===== config.mk =====
export PLATFORM = sky130hd
export DESIGN_NAME = ps2ms_ctrl
export DESIGN_NICKNAME = d
export VERILOG_FILES = /design/src/ps2ms_pkg.sv /design/src/ps2ms_ctrl.sv
export SDC_FILE = /design/constraint.sdc
export NUM_CORES = 1
export LEC_CHECK = 0
export BUFFER_PORTS_ARGS = -buffer_cell sky130_fd_sc_hd__buf_2
export CAP_MARGIN = 0
export CORE_AREA = 2 2 39 41
export DETAILED_ROUTE_END_ITERATION = 6
export DIE_AREA = 0 0 41 43
export GPL_ROUTABILITY_DRIVEN = 0
export SLEW_MARGIN = 20
export SYNTH_ARGS = -nofsm -noshare
export SYNTH_HDL_FRONTEND = slang
export SYNTH_SLANG_ARGS = --single-unit

===== constraint.sdc =====
create_clock -name clk -period 2.3 [get_ports clk]
set_input_delay 0.23 -clock clk [delete_from_list [all_inputs] [get_ports clk]]
set_output_delay 0.23 -clock clk [all_outputs]
set_load 0.02 [all_outputs]

===== src/ps2ms_pkg.sv =====
// ----------------------------------------------------------------------------
// ps2ms_pkg
// shared types and constants for the ps/2 mouse packet event stack
// ----------------------------------------------------------------------------
package ps2ms_pkg;

  localparam int unsigned BYTE_W = 8;
  localparam int unsigned DX_W   = 11;
  localparam int unsigned DY_W   = 6;
  localparam int unsigned BTN_W  = 3;

  // item kinds
  localparam logic KIND_DATA = 1'b0;
  localparam logic KIND_POLL = 1'b1;

  // packet byte index
  typedef enum logic [1:0] {
    PH_STATUS = 2'd0,
    PH_SECOND = 2'd1,
    PH_THIRD  = 2'd2,
    PH_SPARE  = 2'd3
  } phase_t;

  // one stored event
  typedef struct packed {
    logic signed [DX_W-1:0] dx;
    logic signed [DY_W-1:0] dy;
    logic [BTN_W-1:0]       btn;
  } entry_t;

  // controller to datapath commands
  typedef struct packed {
    logic data_go;
    logic pop_go;
    logic load_poll;
  } cmd_t;

endpackage


===== src/ps2ms_ctrl.sv =====
// ----------------------------------------------------------------------------
// ps2ms_ctrl
// handshake controller: accepts transactions, sequences the stack read and
// owns the output valid flag
// ----------------------------------------------------------------------------
module ps2ms_ctrl (
  input  logic            clk,
  input  logic            rst_n,
  input  logic            in_valid,
  input  logic            in_kind,
  output logic            in_ready,
  output logic            out_valid,
  input  logic            out_ready,
  output ps2ms_pkg::cmd_t cmd
);

  typedef enum logic {
    S_IDLE,
    S_READ
  } state_t;

  state_t state_r, state_nxt;
  logic   out_valid_r, out_valid_nxt;
  logic   accept;

  assign in_ready  = (state_r == S_IDLE) && (!out_valid_r || out_ready);
  assign accept    = in_valid && in_ready;
  assign out_valid = out_valid_r;

  assign cmd.data_go   = accept && (in_kind == ps2ms_pkg::KIND_DATA);
  assign cmd.pop_go    = accept && (in_kind == ps2ms_pkg::KIND_POLL);
  assign cmd.load_poll = (state_r == S_READ);

  always_comb begin
    state_nxt     = state_r;
    out_valid_nxt = out_valid_r;
    if (out_valid_r && out_ready) begin
      out_valid_nxt = 1'b0;
    end
    unique case (state_r)
      S_IDLE: begin
        if (cmd.data_go) begin
          out_valid_nxt = 1'b1;
        end else if (cmd.pop_go) begin
          state_nxt = S_READ;
        end
      end
      S_READ: begin
        out_valid_nxt = 1'b1;
        state_nxt     = S_IDLE;
      end
      default: state_nxt = S_IDLE;
    endcase
  end

  always_ff @(posedge clk) begin
    if (!rst_n) begin
      state_r     <= S_IDLE;
      out_valid_r <= 1'b0;
    end else begin
      state_r     <= state_nxt;
      out_valid_r <= out_valid_nxt;
    end
  end

endmodule


==> results of run 1 <==
worst max path at each step:
stage                     endpoint  slack, ns  cells after the start       from
after floorplan             cmd[2]       0.82                      2  out_valid
after global placement      cmd[1]       1.17                      4  out_ready
after detailed placement    cmd[1]       1.16                      4  out_ready
after CTS                   cmd[1]       0.92                      3  out_valid
after global routing        cmd[2]       0.86                      3  out_valid
final                       cmd[1]       0.94                      3  out_valid
cells by family (layout without fill, tap and decap cells):
kind of cell | count (synthesis) | after routing | synth area share
buffers and inverters | 1 | 12 | 0.0625
flip-flops | 2 | 2 | 0.333
AO/OA/AOI/OAI | 1 | 1 | 0.0729
AND/OR/NAND/NOR | 7 | 7 | 0.531
state kept, by name, summed over array words and instances, names as in the netlist:
| name | flops |
|---|---|
| out_valid | 1 |
| state_r | 1 |
layout make-up:
type	count	area, um^2	area share
Clock buffer	3	22.5	0.112
Timing Repair Buffer	9	45.0	0.225
Tap cell	16	20.0	0.100
Sequential cell	2	40.0	0.200
Multi-Input combinational cell	8	72.6	0.362
critical path, stage by stage, from the launching register on:
cell,delay [ns]
dfxtp_1,0.31
nor2b_4,0.19
and4bb_2,0.25
buf_2,0.15
power by group:
part | switching (mW) | internal, mW
Sequential | 0.00154 | 0.0370
Combinational | 0.0141 | 0.0119
Clock | 0.0178 | 0.0573
Total | 0.0334 | 0.106
metal layers:
metal / wire length [um] / GRT usage / up-vias
li1: - / - / 62
met1: 92 / 0.0159 / 63
met2: 151 / 0.0406 / 5
met3: 24 / 0.0314 / 0
met4: 0 / 0.100 / 0
met5: 0 / 0 / -
layout by cell type, fill, tap and decap left out:
master    n
and4bb_2  1
buf_2     9
clkbuf_4  3
dfxtp_1   2
nand2_1   1
nor2_1    1
nor2b_1   1
nor2b_4   1
nor4b_1   1
nor4b_2   1
o31a_1    1
==> impl_results.md, run 1 <==
* Layout area overhead at 66.7%
* Share of cells above drive strength 1 at 0.682
* Vias at 130
* DRC at 0
* FF-to-FF Start: out_valid
* Endpoints failing setup at 0
* WP data required at 2.07 ns
* Pwr per Cell Area at about 700 nW/um^2
* Worst Hold Class: in -> reg
* Worst Setup Start Kind: flip-flop
* Peak VDD IR at 0.0875 mV
* Placed standard-cell area at 178 um^2
* Drt first pass iters at 2
* Post-synth EDFFs at 0
* Vias in the first global route at 105
* RSZ-0062 raised after global routing: no
* Tcrit/Tclk final at 0.591
* Mapped cell area at 120 um^2
* FP Rows at 14
* Initial antenna violation count at 0
* Tot GR Track Use at 0.0390
* First-pass GRT wire length at 331 um
* WS Path Type: reg -> out
* Die X at about 40 um
* Final core occ at 0.145
* Die area at 1760 um^2
* CTS tree: built
* Diodes inserted at 0
* WHS Path Cells at 2
* PortBufs at 9
* Cts hold-fix bufs at 0
* Async S/R FF share, synth at 0
* Post_cts resized at 0
* CP Max Fanout at 5
* Count of different cell masters after synthesis at 10
* H-tree depth at 1
* Main flop type after synthesis: dfxtp_1
* Skew final at 0.00142 ns
* Yosys top cell area share at 0.333
* Top cells by area, synth: dfxtp_1 (33%), nor4b_2 (13%), nor2b_4 (11%), and4bb_2 (10%), nor4b_1 (7.3%)
* Inst Count DP at 35
* Final WL at roughly 270 um
* Violation count after the first detailed-route iteration at 1
* Final TNS setup at 0 ns
* FMAX at 736 MHz
* Layout Nets at 29
* Most frequent cell after synthesis: dfxtp_1
* Clock buffer depth at 2
* Final WS setup at 0.941 ns
* Post-Syn Instances at 11
* Clk sinks at 2
* Fin. Hold Viols at 0
* Hold Slack at around 0.25 ns
* GR Overflow Total at 0
* Largest net degree at the start of global routing at 7
* R2R Setup Slk at 1.49 ns
* Leakage power at slightly below 0.09 nW
* Rel. slew slack at 0.853
* RR Endpoint: out_valid
* CP Capture Type: primary output
* Die Y at 43 um
* Per-cell routed wire length at 7.05 um
* Total CTS buffers at 3
* Crit path DAT at 1.13 ns
* Final Critical Period at 1.36 ns
* Leading area contributor after synthesis: dfxtp_1
* Reg2Reg Depth at 2
* Post-CTS Setup Inserts at 0
* Final ANT Viol Nets at 0
* Min-delay src: rst_n
* Max Cap Viol at 0
* Synthesized Nets at 16
* Starting Density at 0.0868
* # IOs at 10
* Fillers at 162
* Worst-Margin Slew at ~0.22 ns
* Core box area at between 1000 and 1500 um^2
* Register area share after synthesis at 0.333
* Dpl ws at 1.16 ns
* Register clock-pin slew on the reported worst setup and hold paths at about 0.030 ns
* Post-route cell area at 200 um^2
* Synth Warn # at 0
* Clock Tree Root: clkbuf_4
* Status: finished, final reports clean
* Final Power at 0.140 mW
* Worst-Skew Late Latency at 0.22 ns
* Non-filler instance count after layout at 38
* Synth Area per Inst at 10.9 um^2
* Hold Path Sink: out_valid
* FF+latch count, synth at 2
* DR vias/cell at roughly 3.4
* Final Max Tran Viols at 0
No activity file was read; power rests on OpenSTA's default activity.
==> run 2: changes to the inputs <==
==> constraint.sdc (replaced) <==
create_clock -name clk -period 1.35 [get_ports clk]
set_input_delay 0.135 -clock clk [delete_from_list [all_inputs] [get_ports clk]]
set_output_delay 0.135 -clock clk [all_outputs]
set_load 0.02 [all_outputs]
==> run 2 against run 1 <==
Effect of this change: wire length is 4.1% higher; clock skew decreased by 0.0010 ns; critical path depth unchanged; largest power group unchanged.
==> impl_results.md, run 2 (same netlist as run 1, synthesis figures left out) <==
* Status: finished, final reports clean
* Clock buffer depth at 2 (unchanged)
* Clk sinks at 2 (unchanged)
* CP Max Fanout at 5 (unchanged)
* CTS tree: built
* PortBufs at 9 (unchanged)
* Initial antenna violation count at 0 (unchanged)
* Sw Ratio at 0.238 (-0.00169)
* Psw at 0.0567 mW (+69%)
* DRC at 0 (unchanged)
* Cts hold-fix bufs at 0 (unchanged)
* Violation count after the first detailed-route iteration at 0 (-1)
* Die Y at 43 um (unchanged)
* Pwr per Cell Area at 1160 nW/um^2 (+66%)
* GR Overflow Total at 0 (unchanged)
* Tcrit/Tclk final at 0.938
* Commonest non-fill, non-tap cell in the layout: buf_2
* Fin. Hold Viols at 0 (unchanged)
* Endpoints failing setup at 0 (unchanged)
* Final TNS setup at 0 ns (unchanged)
* Worst Hold Class: in -> reg
* Largest net degree at the start of global routing at 7 (unchanged)
* DR WL met3 at 42 um (+75%)
* FP Rows at 14 (unchanged)
* Int Pwr at 0.182 mW (+71%)
* First-pass GRT wire length at 372 um (+12%)
* Final Critical Period at 1.27 ns
* Share of cells above drive strength 1 at 0.727 (+0.0455)
* FMAX at 790 MHz
* Post-CTS Setup Inserts at 0 (unchanged)
* # IOs at 10 (unchanged)
* Starting Density at 0.0868 (unchanged)
* Final Max Tran Viols at 0 (unchanged)
* Met1 WL at 74 um (-20%)
* Total CTS buffers at 3 (unchanged)
* Skew final at 0.000417 ns (-0.00100 ns)
* Fillers at 165 (+1.9%)
* Worst-Margin Slew at 0.214 ns (-0.00356 ns)
* Final WL at 279 um (+4.1%)
* Layout area overhead at 71.9%
* Register clock-pin slew on the reported worst setup and hold paths at 0.03 ns (about the same)
* CP Capture Type: primary output
* Die X at 41 um (unchanged)
* Core box area at 1380 um^2 (unchanged)
* Worst-Skew Late Latency at 0.22 ns (about the same)
* WP data required at 1.22 ns (-0.85 ns)
* DR vias/cell at 3.42 (unchanged)
* Peak VDD IR at 0.163 mV (+87%)
* Vias in the first global route at 131 (+25%)
* Most frequent cells in the layout: buf_2 (9), clkbuf_4 (3), nor4b_2 (2), dfxtp_1 (2)
* DR top layer: met3
* Diodes inserted at 0 (unchanged)
* Leakage power at 0.0905 nW (+2.2%)
* Crit path DAT at 1.13 ns (about the same)
* Clk pwr share at 0.532 (-0.006)
* Hold Slack at 0.147 ns (-0.0981 ns)
* Post_cts resized at 0 (unchanged)
* Final ANT Viol Nets at 0 (unchanged)
* Per-cell routed wire length at 7.34 um (+4.1%)
* H-tree depth at 1 (unchanged)
* Max Cap Viol at 0 (unchanged)
* Clock Tree Root: clkbuf_4
* Vias at 130 (unchanged)
* WS Path Type: reg -> out
* Post-DP HPWL at 236 um
* RSZ-0062 raised after global routing: no
* Power share of the combinational group at 0.191 (+0.005)
* Drt first pass iters at 1 (-1)
* Reg power frac at 0.277 (about the same)
* Layout Nets at 29 (unchanged)
* Tot GR Track Use at 0.0400 (+0.000960)
* Met2 WL post-DR at 162 um (+7.3%)
* Die area at 1760 um^2 (unchanged)
* Rel. slew slack at 0.857 (+0.00422)
* Worst Setup Start Kind: flip-flop
[run 2: cell counts in the layout (fill, tap and decap cells not counted)]
No cell type changed its count.
[run 2: per-stage QoR]
| step | utilization | worst slack [ns] | instances | area (um^2) | power, mW |
|---|---|---|---|---|---|
| floorplan | - | 0.236 | 11 | 126 | 0.0960 |
| finish | 0.149 | 0.0837 | 38 | 206 | 0.238 |
| global route | 0.149 | 0.0173 | 38 | 206 | 0.257 |
| global placement | 0.133 | 0.316 | 35 | 184 | 0.113 |
| CTS | 0.149 | 0.0617 | 38 | 206 | 0.249 |
| detailed placement | 0.133 | 0.304 | 35 | 184 | 0.113 |
[run 2: final timing paths]
path         depth (start not counted)   endpoint  slack, ns  startpoint
min reg2reg                          1    state_r       0.55     state_r
min                                  2  out_valid       0.15       rst_n
max                                  3     cmd[1]       0.08   out_valid
max reg2reg                          2  out_valid       0.55   out_valid
[run 2: routing by layer]
metal | GRT usage | up-vias
met5 | 0 | -
li1 | - | 62
met3 | 0.0314 | 0
met2 | 0.0563 | 10
met1 | 0.0127 | 58
met4 | 0.0800 | 0
[run 2: area by class of cell]
cell class              instances  area (um^2)  share of cell area
clock buffers                   3         22.5               0.109
multi-input cells               8         78.8               0.382
flip-flops and latches          2         40.0               0.194
well taps                      16         20.0              0.0970
repair buffers                  9         45.0               0.218
[run 2: worst max-delay path, stage by stage (launching register included)]
cell	delay, ns
dfxtp_1	0.31
nor2b_4	0.20
and4bb_2	0.25
buf_2	0.15
[run 2: power by group through the flow]
stage / registers (mW) / logic (mW) / clock network, mW
5_1_grt: 0.0671 / 0.0498 / 0.140
3_3_place_gp: 0.0666 / 0.0464 / 0
4_1_cts: 0.0663 / 0.0464 / 0.137
2_1_floorplan: 0.0693 / 0.0268 / 0
3_5_place_dp: 0.0670 / 0.0462 / 0
6_report: 0.0661 / 0.0456 / 0.127
==> run 3: changes to the inputs <==
--- a/config.mk
+++ b/config.mk
@@ -5,6 +5,7 @@
 export SDC_FILE = /design/constraint.sdc
 export NUM_CORES = 1
 export LEC_CHECK = 0
+export ABC_AREA = 1
 export BUFFER_PORTS_ARGS = -buffer_cell sky130_fd_sc_hd__buf_2
 export CAP_MARGIN = 0
 export CORE_AREA = 2 2 39 41
==> run 3 against run 2 <==
Effect of this change: clock-buffer cell count unchanged; area after synthesis shrank 5.2%; power increased by 2.2%; worst setup slack better by 0.14 ns; sequential cell count stayed put; synthesized cell count rose by 55%; wire length up 4.3%; sequential share of layout area is 1.3 points higher; first-iteration DRC count is 1 higher; core utilization is 0.90 points lower; non-clock buffer count stayed put; critical endpoint is now cmd[2]; largest cell class is now buffers.
==> impl_results.md, run 3 <==
* Largest net degree at the start of global routing at 4 (-3)
* Min-delay src: rst_n
* Status: finished, final reports clean
* Psw at 0.0655 mW (+15%)
* Core box area at 1380 um^2 (unchanged)
* Compound-cell area share of the yosys netlist at 0.0440 (-0.0290)
* Final TNS setup at 0 ns (unchanged)
* Final WS setup at 0.227 ns (+0.143 ns)
* Violation count after the first detailed-route iteration at 1 (+1)
* Register clock-pin slew on the reported worst setup and hold paths at 0.03 ns (about the same)
* FMAX at 890 MHz (+13%)
* R2R Setup Slk at 0.63 ns (+0.08 ns)
* Tcrit/Tclk final at 0.832 (-0.106)
* Clock buffer depth at 2 (unchanged)
* Worst-path cell chain: inv_1 -> nand2_2 -> inv_2 -> nand2_2 -> nor2_2 -> buf_2
* Die Y at 43 um (unchanged)
* Largest stage delay on the critical path at 0.29 ns (-0.02 ns)
* Power share of the combinational group at 0.189 (-0.002)
* Die area at 1760 um^2 (unchanged)
* RR Endpoint: out_valid
* Starting Density at 0.0823 (-0.00452)
* Leakage power at 0.117 nW (+29%)
* Most frequent cell after synthesis: inv_1
* WS Path Type: reg -> out
* Peak VDD IR at 0.238 mV (+46%)
* FP Rows at 14 (unchanged)
* Largest family of logic cells by synthesized area: simple AND/OR/NAND/NOR gates
* Post-Syn Instances at 17 (+6)
* Endpoints failing setup at 0 (unchanged)
* CTS tree: built
* Clk pwr share at 0.545 (+0.013)
* Sw Ratio at 0.269 (+0.0309)
* Share of cells above drive strength 1 at 0.607 (-0.120)
* Final WL at 291 um (+4.3%)
* FF+latch count, synth at 2 (unchanged)
* PortBufs at 9 (unchanged)
* Final Power at 0.244 mW (+2.2%)
* Synthesized Nets at 22 (+6)
* Tot GR Track Use at 0.0410 (+0.00108)
* Drt first pass iters at 2 (+1)
* Layout area overhead at 70.3%
* Post-CTS Setup Inserts at 0 (unchanged)
* Max Cap Viol at 0 (unchanged)
* Post-Synth Simple-Gate Area at 0.341 (-0.191)
* Post-DP HPWL at 247 um (+4.6%)
* Worst Hold Class: in -> reg
* CP Max Fanout at 2 (-3)
* Fillers at 163 (-1.2%)
* Crit path DAT at 0.99 ns (-0.14 ns)
* FF-to-FF Start: state_r
* Per-cell routed wire length at 6.61 um (-9.9%)
* Commonest cells post-synth: inv_1 (5), nand2_2 (3), dfxtp_1 (2), nor2_1 (2)
* CP max-delay cell: dfxtp_1
* Post_cts resized at 0 (unchanged)
* Layout Nets at 35 (+21%)
* Most numerous cell on the critical path: nand2_2
* Mapped cell area at 114 um^2 (-5.2%)
* Main flop type after synthesis: dfxtp_1
* Top cells by area, synth: dfxtp_1 (35%), inv_1 (16%), nand2_2 (16%), buf_4 (6.6%), nor2_1 (6.6%)
* Post-synthesis mux area share at 0 (unchanged)
* WP data required at 1.22 ns (about the same)
* H-tree depth at 1 (unchanged)
* Cts hold-fix bufs at 0 (unchanged)
* Worst-Skew Late Latency at 0.22 ns (about the same)
* First-pass GRT wire length at 420 um (+13%)
* Reg2Reg Depth at 4 (+2)
* Post-route cell area at 194 um^2 (-6.1%)
* Placed standard-cell area at 171 um^2 (-6.8%)
* Hold Slack at 0.143 ns (-0.00433 ns)
* Count of different cell masters after synthesis at 9 (-1)
* Crit-path leading delay family: buffers and inverters
* DRC at 0 (unchanged)
* Final Critical Period at 1.12 ns (-0.143 ns)
* Synth Warn # at 0 (unchanged)
* Hold Path Sink: state_r
* Synth Area per Inst at 6.70 um^2 (-39%)
* Async S/R FF share, synth at 0 (unchanged)
* Leading area contributor after synthesis: dfxtp_1
* CP bufs+invs at 3 (+2)
* Die X at 41 um (unchanged)
* # IOs at 10 (unchanged)
* Xor/xnor share of the synthesized area at 0 (unchanged)
* Post-synth EDFFs at 0 (unchanged)
* DR vias/cell at 3.07 (-10%)
* Final ANT Viol Nets at 0 (unchanged)
* Post-Synth Adder-Cell Area at 0 (unchanged)
* Worst Setup Start Kind: flip-flop
* Rel. slew slack at 0.925 (+0.0679)
* Diodes inserted at 0 (unchanged)
* Dpl ws at 0.457 ns (+0.153 ns)
* GR Overflow Total at 0 (unchanged)
* Reg power frac at 0.266 (-0.011)
* Most frequent cells in the layout: buf_2 (9), inv_1 (5), nand2_2 (3), clkbuf_4 (3)
* Yosys top cell area share at 0.352 (+0.0183)
* Register area share after synthesis at 0.352 (+0.0183)
* RSZ-0062 raised after global routing: no
* Int Pwr at 0.178 mW (-2.0%)
* Pwr per Cell Area at 1260 nW/um^2 (+8.8%)
* Clk sinks at 2 (unchanged)
* CP Capture Type: primary output
* WHS Path Cells at 3 (+1)
* Final Max Tran Viols at 0 (unchanged)
* Worst-Margin Slew at 0.112 ns (-0.102 ns)
* Vias in the first global route at 129 (-1.5%)
* Total CTS buffers at 3 (unchanged)
* Skew final at 0.000762 ns (+0.000345 ns)
* Initial antenna violation count at 0 (unchanged)
* Commonest non-fill, non-tap cell in the layout: buf_2
* Fin. Hold Viols at 0 (unchanged)
* Vias at 135 (+3.8%)
* Clock Tree Root: clkbuf_4
* Critical Path Source: state_r
[run 3: kinds of logic (layout without fill, tap and decap cells)]
| group | after synthesis | in the layout |
|---|---|---|
| DFF | 2 | 2 |
| and+or+nand+nor | 7 | 7 |
| AOI/OAI and AO/OA | 1 | 1 |
| buffers and inverters | 7 | 18 |
[run 3: worst max path at each step]
stage / endpoint / slack (ns) / cells past startpoint
after floorplan: cmd[2] / 0.34 / 5
after global placement: cmd[2] / 0.48 / 6
after detailed placement: cmd[2] / 0.46 / 6
after CTS: cmd[2] / 0.21 / 6
after global routing: cmd[2] / 0.15 / 6
final: cmd[2] / 0.23 / 6
[run 3: worst reg2reg max path: cells and delay by family, from the launching register on]
| family | cells | cell delay (ns) |
|---|---|---|
| AOI/OAI and AO/OA | 1 | 0.11 |
| buffers and inverters | 1 | 0.08 |
| DFF | 1 | 0.29 |
| and+or+nand+nor | 2 | 0.12 |
[run 3: through the flow]
step | std cells | util
floorplan | 17 | -
global placement | 41 | 0.124
detailed placement | 41 | 0.124
CTS | 44 | 0.140
global route | 44 | 0.140
finish | 44 | 0.140
[run 3: final cells by class]
cell class | instances | area, um^2 | share of cell area
clock buffer | 3 | 22.5 | 0.116
timing repair buffer | 9 | 45.0 | 0.232
sequential | 2 | 40.0 | 0.206
inverter | 6 | 22.5 | 0.116
multi-input combinational | 8 | 43.8 | 0.226
tap | 16 | 20.0 | 0.103
[run 3: power by group through the flow]
stage / clock [mW] / sequential, mW / combinational [mW]
2_1_floorplan: 0 / 0.0683 / 0.0272
3_3_place_gp: 0 / 0.0656 / 0.0456
3_5_place_dp: 0 / 0.0657 / 0.0469
4_1_cts: 0.140 / 0.0649 / 0.0471
5_1_grt: 0.149 / 0.0652 / 0.0512
6_report: 0.133 / 0.0648 / 0.0461
[run 3: per-layer routing]
metal | global-route usage | part of all wire | up-vias
met5 | 0 | 0 | -
met4 | 0.0200 | 0 | 0
met3 | 0.0628 | 0.11 | 0
met2 | 0.0531 | 0.53 | 4
met1 | 0.0287 | 0.36 | 62
li1 | - | - | 69
